`src/design/lnsd_pkg.sv`:
```
`default_nettype none

package lnsd_pkg;

    // Item kinds carried in the mode field
    localparam logic [2:0] MODE_NODE  = 3'd0;
    localparam logic [2:0] MODE_RIGHT = 3'd1;
    localparam logic [2:0] MODE_LEFT  = 3'd2;
    localparam logic [2:0] MODE_DOWN  = 3'd3;
    localparam logic [2:0] MODE_UP    = 3'd4;

    // Steps of the shared root/divide unit: one quotient or root bit per step
    localparam int DU_STEPS = 33;

    localparam logic [31:0] MASS_ONE = 32'h0001_0000;

    localparam logic signed [47:0] S48_MAX = 48'sh7FFF_FFFF_FFFF;
    localparam logic signed [47:0] S48_MIN = 48'sh8000_0000_0000;

    typedef enum logic [4:0] {
        ST_IDLE,
        ST_SQ0,
        ST_SQ1,
        ST_SQ2,
        ST_SQS,
        ST_SQW,
        ST_DXW,
        ST_DYW,
        ST_TSEL,
        ST_RM,
        ST_RV,
        ST_TM0,
        ST_TM1,
        ST_TM2,
        ST_TSAT,
        ST_TADD,
        ST_MXS,
        ST_MXW,
        ST_MYS,
        ST_MYW,
        ST_OUT
    } t_state;

    typedef enum logic {
        DU_DIV,
        DU_SQRT
    } t_du_op;

    typedef struct packed {
        logic        start;
        t_du_op      op;
        logic [65:0] arg;
        logic [32:0] den;
    } t_du_req;

    typedef struct packed {
        logic        done;
        logic        ovf;
        logic [32:0] res;
    } t_du_rsp;

    function automatic logic [31:0] f_mag33(input logic signed [32:0] v);
        logic [32:0] n;
        n = 33'(-v);
        return v[32] ? n[31:0] : v[31:0];
    endfunction

    function automatic logic [31:0] f_mag32(input logic signed [31:0] v);
        return v[31] ? 32'(-v) : v;
    endfunction

    function automatic logic [47:0] f_mag48(input logic signed [47:0] v);
        return v[47] ? 48'(-v) : v;
    endfunction

    function automatic logic signed [31:0] f_accel(input logic [32:0] q, input logic ovf,
                                                   input logic neg);
        logic signed [31:0] r;
        logic [32:0]        nq;
        nq = 33'(-q);
        if (ovf) begin
            r = neg ? 32'sh8000_0000 : 32'sh7FFF_FFFF;
        end else if (neg) begin
            r = (q > 33'h0_8000_0000) ? 32'sh8000_0000 : nq[31:0];
        end else begin
            r = (q > 33'h0_7FFF_FFFF) ? 32'sh7FFF_FFFF : q[31:0];
        end
        return r;
    endfunction

endpackage

`default_nettype wire

```
`src/design/lnsd_divsqrt.sv`:
```
`default_nettype none

module lnsd_divsqrt import lnsd_pkg::*; (
    input  wire logic    i_clk,
    input  wire logic    i_rst_n,
    input  wire t_du_req i_req,
    output t_du_rsp      o_rsp
);

    localparam int CW = $clog2(DU_STEPS + 1);

    logic          r_busy;
    logic          r_done;
    t_du_op        r_op;
    logic [CW-1:0] r_cnt;
    logic [35:0]   r_rem;
    logic [32:0]   r_res;
    logic [65:0]   r_sh;
    logic [32:0]   r_den;
    logic          r_ovf;

    logic [35:0] cand;
    logic [35:0] trial;
    logic        ge;
    logic [35:0] n_rem;

    // Restoring step: two radicand bits per root bit, one dividend bit per quotient bit
    always_comb begin
        if (r_op == DU_SQRT) begin
            cand  = {r_rem[33:0], r_sh[65:64]};
            trial = {1'b0, r_res, 2'b01};
        end else begin
            cand  = {r_rem[34:0], r_sh[65]};
            trial = {3'b000, r_den};
        end
        ge    = (cand >= trial);
        n_rem = ge ? (cand - trial) : cand;
    end

    always_ff @(posedge i_clk) begin
        if (!i_rst_n) begin
            r_busy <= 1'b0;
            r_done <= 1'b0;
            r_cnt  <= '0;
        end else begin
            r_done <= 1'b0;
            if (i_req.start) begin
                r_busy <= 1'b1;
                r_cnt  <= CW'(DU_STEPS);
            end else if (r_busy) begin
                r_cnt <= r_cnt - CW'(1);
                if (r_cnt == CW'(1)) begin
                    r_busy <= 1'b0;
                    r_done <= 1'b1;
                end
            end
        end
    end

    always_ff @(posedge i_clk) begin
        if (i_req.start) begin
            r_op  <= i_req.op;
            r_res <= '0;
            r_den <= i_req.den;
            if (i_req.op == DU_SQRT) begin
                r_rem <= '0;
                r_sh  <= i_req.arg;
                r_ovf <= 1'b0;
            end else begin
                r_rem <= {5'b0, i_req.arg[63:33]};
                r_sh  <= {i_req.arg[32:0], 33'b0};
                r_ovf <= ({2'b00, i_req.arg[63:33]} >= i_req.den);
            end
        end else if (r_busy) begin
            r_rem <= n_rem;
            r_res <= {r_res[31:0], ge};
            r_sh  <= (r_op == DU_SQRT) ? {r_sh[63:0], 2'b00} : {r_sh[64:0], 1'b0};
        end
    end

    assign o_rsp.done = r_done;
    assign o_rsp.ovf  = r_ovf;
    assign o_rsp.res  = r_res;

endmodule

`default_nettype wire

```
`config.mk`:
```
export PLATFORM = sky130hd
export DESIGN_NAME = lnsd_divsqrt
export DESIGN_NICKNAME = d
export VERILOG_FILES = /design/src/design/lnsd_pkg.sv /design/src/design/lnsd_divsqrt.sv
export SDC_FILE = /design/constraint.sdc
export NUM_CORES = 1
export LEC_CHECK = 0
export ABC_AREA = 1
export BUFFER_PORTS_ARGS = -buffer_cell sky130_fd_sc_hd__buf_2
export CAP_MARGIN = 25
export CORE_MARGIN = 2
export CORE_UTILIZATION = 25
export CTS_CLUSTER_DIAMETER = 80
export DETAILED_ROUTE_END_ITERATION = 8
export PLACE_DENSITY = 0.49
export SLEW_MARGIN = 20
export SYNTH_ARGS = -nofsm -noshare
export SYNTH_HDL_FRONTEND = slang
export SYNTH_SLANG_ARGS = --single-unit
export TNS_END_PERCENT = 10
```
`constraint.sdc`:
```
create_clock -name i_clk -period 5.1 [get_ports i_clk]
set_clock_uncertainty 0.1 [all_clocks]
set_input_delay 0.255 -clock i_clk [delete_from_list [all_inputs] [get_ports i_clk]]
set_output_delay 0.255 -clock i_clk [all_outputs]
set_load 0.005 [all_outputs]
```
==> results.md, run 1 <==
- Status: finished clean
- Final worst path period share: 0.7678
- Initial antenna violation count: 0
- Distinct cells, synth: 44
- Row cnt: 81
- Die ar.: 51690 um2
- Fill cells: 5477
- Port Buf Inserts: 137
- # IOs: 138
- Max Slew Vio Count: 0
- Most common cell in the synthesized netlist: nand2_1
- Most used DFF post-synth: edfxtp_1
- Most frequent cells after synthesis: nand2_1 (466), inv_1 (263), nor2_1 (197)
- LEAKAGE: 6.928 nW
- Max Buffers Root-to-Sink: 2
- Worst-path clk slew: 0.07 ns
- Placer Congestion: 0.9068
- Yosys reg bits: 177
- CTS H-Tree Depth: 4
- Max transition margin: 0.3296
- Post-Synth XOR/XNOR Area: 0.01194
- Worst-margin pin slew: 0.9964 ns
- Total track usage: 0.1638
- Post-synthesis mux area share: 0
- Synth Area in Compound Gates: 0.1133
- CTS tree: done
- Synth Cell Area: 12470 um2
- Total core area: 49050 um2
- Number of detailed-route iterations in the first pass: 7
- Pwr Density: 377.5 nW/um2
- Worst-Skew Late Latency: 0.46 ns
- Initial Util: 0.2542
- PostCTS Resize Cnt: 0
- CP Launch Type: register
- Number of global-route vias before repair: 11720
- EDFF count, synth: 136
- Nets: 2034
- Routed Antenna Nets: 0
- Antenna cell count: 0
- Initial DRC count: 838
- GRT Residual Overflow: 0
- Final wirelength: 41960 um
- Tightest Hold Check Type: primary input to register
- Post-DP HPWL: 31030 um
- Element type at the critical path end: register
- Crit path time final: 3.916 ns
- Placed Area: 13780 um2
- Crit path DAT: 4.02 ns
- Synth Warn #: 0
- Pin count of the biggest net entering global routing: 170
- Syn Area/Cell: 7.179 um2
- Via/cell ratio: 4.660
- Critical Path Fanout Max: 169
- Residual DRC count: 0
- Reg2Reg Launch Point: r_op
- Synth area leaders: edfxtp_1 (33%), nand2_1 (14%), inv_1 (7.9%)
- Setup TNS Final: 0 ns
- Via count: 11830
- Register area: 4905 um2
- Hold wc startpoint: i_req[54]
- Syn Nets: 1909
- Maxcap violations: 0
- Core Util, Final: 0.3005
- Layout area overhead: 18.19%
- Achievable frequency: 255.4 MHz
- Hold Slack: 0.02932 ns
- Seq/Total Area, Yosys: 0.3933
- Critical path origin: r_op
- CTS Root Cell: clkbuf_16
- Worst vdd ir: 0.2477 mV
- Final hold violations: 0
- CP Class: register to register
- CP required: 5.21 ns
- Design area: 14740 um2
- Post-Synthesis Cells: 1737
- Wire length per cell: 16.52 um
- CTS Buf Count: 17
- Die Wd: 227.3 um
- Die height: 227.3 um
- Adder-cell share of the synthesized area: 0.06983
- Multi-input combinational cell area: 6241 um2
- Main combinational cell family by area after synthesis: simple AND/OR/NAND/NOR gates
- Largest area contributor in the netlist: edfxtp_1
- Asr flop ratio synth: 0
- Place WS: 1.193 ns
- RSZ-0062 raised after global routing: no
- Setup-failing EPs final: 0
- Synth top area share: 0.3275
- Share of cells above drive strength 1: 0.1216
- Final setup margin: 1.184 ns
- Clock sink count: 177
- Simple-gate area share of the yosys netlist: 0.3048
- First-pass GRT wire length: 65650 um
==> worst paths after layout <==
kind	to	slack (ns)	cells past startpoint
max	r_rem[13]	1.18	17
min	r_sh[21]	0.03	3
min reg2reg	r_cnt[2]	0.40	2
max reg2reg	r_rem[13]	1.18	17
==> per-stage QoR <==
| stage | power (mW) | cells |
|---|---|---|
| detailed placement | 4.163 | 2472 |
| global placement | 4.162 | 2472 |
| CTS | 5.609 | 2539 |
| floorplan | 3.514 | 1737 |
| finish | 5.564 | 2539 |
| global route | 5.985 | 2539 |
==> state kept, by name (all words and copies together), names as in the netlist <==
register  flops
r_busy        1
r_cnt         6
r_den        33
r_done        1
r_op          1
r_ovf         1
r_rem        35
r_res        33
r_sh         66
==> routing by layer <==
layer / track usage / up-vias / part of all wire
met5: 0 / - / 0
met4: 0.04702 / 0 / 0.019
met3: 0.02052 / 44 / 0.040
met2: 0.2729 / 278 / 0.47
met1: 0.2220 / 5561 / 0.47
li1: - / 5948 / -
==> critical path: stages, from the launching register on <==
cell	delay, ns
edfxtp_1	0.42
buf_12	0.57
nand2_1	0.12
o21ai_0	0.14
ha_1	0.22
inv_1	0.07
fa_1	0.46
nand3_1	0.12
nand3_1	0.14
nand3_1	0.13
nand3b_2	0.15
nand2_1	0.12
nand2_1	0.08
nand2_2	0.10
buf_4	0.41
nand3_1	0.14
nand3_1	0.12
nand2_1	0.05
==> report_power, final <==
group | switching, mW | total (mW) | internal [mW]
sequential | 0.0913 | 1.89 | 1.80
combinational | 1.50 | 2.26 | 0.768
clock | 0.639 | 1.41 | 0.769
==> placed cells by master, fill, tap and decap left out, drive strengths merged <==
master         n
nor3           8
o311ai        31
fa             1
nor2         199
o211ai         2
and3           1
nand2        469
nand3b        12
o22ai         31
inv          272
edfxtp       136
xnor2         15
or3            1
nand3        160
o32ai          1
nand4         13
xor2           2
dfxtp         41
or2           36
a211oi         1
bufinv         1
o221ai         1
o21ai         92
buf          149
nor4           2
clkinv         4
a21boi         1
a21oi         35
clkbuf        20
o21bai         2
o31ai         31
ha            68
dlygate4sd3   35
a31oi          2
==> kinds of logic after synthesis <==
kind of cell,count (synthesis)
simple gates,901
buf+inv,343
xor+xnor,17
flops,177
fa+ha+maj,69
compound gates,230
==> cell type report <==
class                           count  share of cell area
Multi-Input combinational cell   1217              0.4234
Sequential cell                   177              0.3328
Timing Repair Buffer              184             0.07827
Inverter                          265             0.06766
Tap cell                          664             0.05637
Clock buffer                       20             0.03396
Clock inverter                     12            0.007555
==> timing repair <==
action	in CTS	in global routing
hold buffers	35	0
endpoints found under the hold margin	37	0
setup buffers	0	0
Power figures use the tool's default switching activity.
==> run 2, diff against run 1 <==
Settings changed: PLACE_DENSITY 0.49 to 0.5.
Clock period 5.1 ns to 3.4 ns, I/O delays scaled along.
==> run 2 against run 1 <==
  * Routed wire length rose by 5.6%
  * Cell area grew 9.7%
  * Total power up 60%
  * Critical path type unchanged
==> results.md, run 2 (synthesized netlist as in run 1, its figures left out) <==
- Pwr Density: 549.5 nW/um2 (+46%)
- Port Buf Inserts: 137 (unchanged)
- Clk pwr share: 0.222 (-0.031)
- Hold Slack: 0.02573 ns (-0.003590 ns)
- Initial antenna violation count: 0 (unchanged)
- Post-DP HPWL: 31510 um (+1.5%)
- Total track usage: 0.1679 (+0.004138)
- Setup-failing EPs final: 0 (unchanged)
- Tightest Hold Check Type: primary input to register
- Net Sw Frac: 0.4005 (+0.0005132)
- CTS H-Tree Depth: 4 (unchanged)
- Row cnt: 81 (unchanged)
- Nets: 2141 (+5.3%)
- CP Launch Type: register
- # IOs: 138 (unchanged)
- Highest-count cells in the layout ignoring fill and taps: nand2_1 (448), inv_1 (262), nor2_1 (188), nand3_1 (157)
- Switching pwr: 3.559 mW (+60%)
- Worst-path clk slew: 0.08 ns (about the same)
- RSZ-0062 raised after global routing: yes
- Achievable frequency: 309.7 MHz (+21%)
- Layout area overhead: 29.65%
- Core Util, Final: 0.3296 (+0.02913)
- Number of global-route vias before repair: 12190 (+4.0%)
- Multi-input combinational cell area: 6610 um2 (+5.9%)
- Fill cells: 5320 (-2.9%)
- Setup TNS Final: 0 ns (unchanged)
- CP required: 3.51 ns (-1.70 ns)
- Worst-Skew Late Latency: 0.45 ns (about the same)
- CTS Buf Count: 17 (unchanged)
- Comb pwr share: 0.458 (+0.051)
- Final setup margin: 0.1714 ns (-1.013 ns)
- GRT Residual Overflow: 0 (unchanged)
- Max transition margin: 0.4603 (+0.1307)
- Placer Congestion: 0.9321 (+2.8%)
- Wire length per cell: 16.75 um (+1.4%)
- Most flop-heavy register: r_sh
- LEAKAGE: 7.473 nW (+7.9%)
- R2r setup slk: 0.17 ns (-1.01 ns)
- Crit path DAT: 3.34 ns (-0.68 ns)
- Hold Crit Endpoint: r_rem[12]
- Share of cells above drive strength 1: 0.1655 (+0.04389)
- Number of flip-flops in the largest register: 66 (unchanged)
- Worst Reg-to-Reg Cells: 16 (-1)
- Final worst path period share: 0.9496 (+0.1818)
- Maxcap violations: 0 (unchanged)
- Final wirelength: 44320 um (+5.6%)
- Worst R2R End: r_rem[26]
- Power Total: 8.885 mW (+60%)
- Initial DRC count: 883 (+5.4%)
- Routed Antenna Nets: 0 (unchanged)
- Die height: 227.3 um (unchanged)
- Max Slew Vio Count: 0 (unchanged)
- Worst-margin pin slew: 0.8086 ns (-0.1878 ns)
- Initial Util: 0.2542 (unchanged)
- First-pass GRT wire length: 67430 um (+2.7%)
- Total core area: 49050 um2 (unchanged)
- CP Class: register to register
- CTS Root Cell: clkbuf_16
- Antenna cell count: 0 (unchanged)
- Critical Path Fanout Max: 44 (-74%)
- Worst vdd ir: 0.2746 mV (+11%)
- Power Internal: 5.326 mW (+60%)
- Pin count of the biggest net entering global routing: 131 (-23%)
- Reg2Reg Launch Point: r_op
- Crit path time final: 3.229 ns (-0.6870 ns)
- Via/cell ratio: 4.716 (+1.2%)
- Die Wd: 227.3 um (unchanged)
- Largest registers: r_sh x66, r_rem x35
- Hold wc startpoint: i_req[78]
- Status: finished clean
- Register area: 4905 um2 (unchanged)
- Via count: 12480 (+5.5%)
- Element type at the critical path end: register
- Register share of total power: 0.320 (-0.020)
- Final hold violations: 0 (unchanged)
- Commonest non-fill, non-tap cell in the layout: nand2_1
- Place WS: -0.009188 ns (-1.202 ns)
- Max Buffers Root-to-Sink: 2 (unchanged)
- CTS tree: done
- Number of detailed-route iterations in the first pass: 8 (+1)
- Clock sink count: 177 (unchanged)
- Residual DRC count: 0 (unchanged)
- Die ar.: 51690 um2 (unchanged)
- WHS Path Cells: 3 (unchanged)
## run 2: cell count changes in the layout (fill, tap and decap cells not counted), sizes merged
cell	change
inv	-3
clkinv	+2
dlygate4sd3	+58
clkinvlp	+3
bufbuf	+1
buf	+45
clkbuf	+1
## run 2: cell type report
cell class	instances	share of cell area
timing repair buffer	291	0.1401
clock buffer	18	0.02654
sequential	177	0.3034
multi-input combinational	1217	0.4088
tap	664	0.05139
clock inverter	14	0.008048
inverter	265	0.06168
## run 2: power groups by stage
| stage | clock network (mW) | registers (mW) | logic, mW |
|---|---|---|---|
| after floorplan | 0 | 2.83 | 2.44 |
| after global placement | 0 | 2.88 | 3.55 |
| after detailed placement | 0 | 2.88 | 3.54 |
| after CTS | 2.01 | 2.83 | 3.67 |
| after global routing | 2.08 | 2.87 | 4.56 |
| final | 1.97 | 2.84 | 4.07 |
## run 2: worst max-delay path: stages, from the launching register on
cell	delay, ns
edfxtp_1	0.40
buf_4	0.17
bufbuf_16	0.32
o21ai_0	0.24
inv_1	0.11
ha_4	0.29
nand2_1	0.10
nor2_2	0.14
buf_4	0.12
nand2_1	0.09
nor3_4	0.26
nand2_8	0.14
nand2_8	0.12
buf_12	0.15
nand2_1	0.06
nand3_1	0.08
nand2_1	0.05
## run 2: routing by layer
metal / part of all wire / global-route usage / vias up
li1: - / - / 6169
met1: 0.46 / 0.2261 / 5916
met2: 0.48 / 0.2850 / 332
met3: 0.044 / 0.02155 / 62
met4: 0.021 / 0.04027 / 0
met5: 0 / 0 / -
## run 2: worst max path at each step
stage,cells past startpoint,slack [ns],endpoint,start
CTS,16,0.005,r_rem[8],r_op
global route,17,-0.05,r_rem[13],r_op
detailed placement,16,-0.009,r_rem[8],r_op
global placement,16,0.02,r_rem[14],r_op
floorplan,19,0.20,r_rem[0],r_op
finish,16,0.17,r_rem[26],r_op
## run 2: timing repair
| action | 4_1_cts | 5_1_grt |
|---|---|---|
| hold endpoints to repair | 126 | 0 |
| pin swaps | 0 | 7 |
| buffers inserted | 2 | 5 |
| hold buffers | 93 | 0 |
| gates cloned | 1 | 4 |
| resized for setup | 1 | 105 |
| setup endpoints to repair | 21 | 36 |
## run 2: stage by stage
step	area, um2	cells
finish	16170	2646
global placement	14100	2509
global route	16170	2646
detailed placement	14100	2509
CTS	15640	2637
floorplan	12480	1737
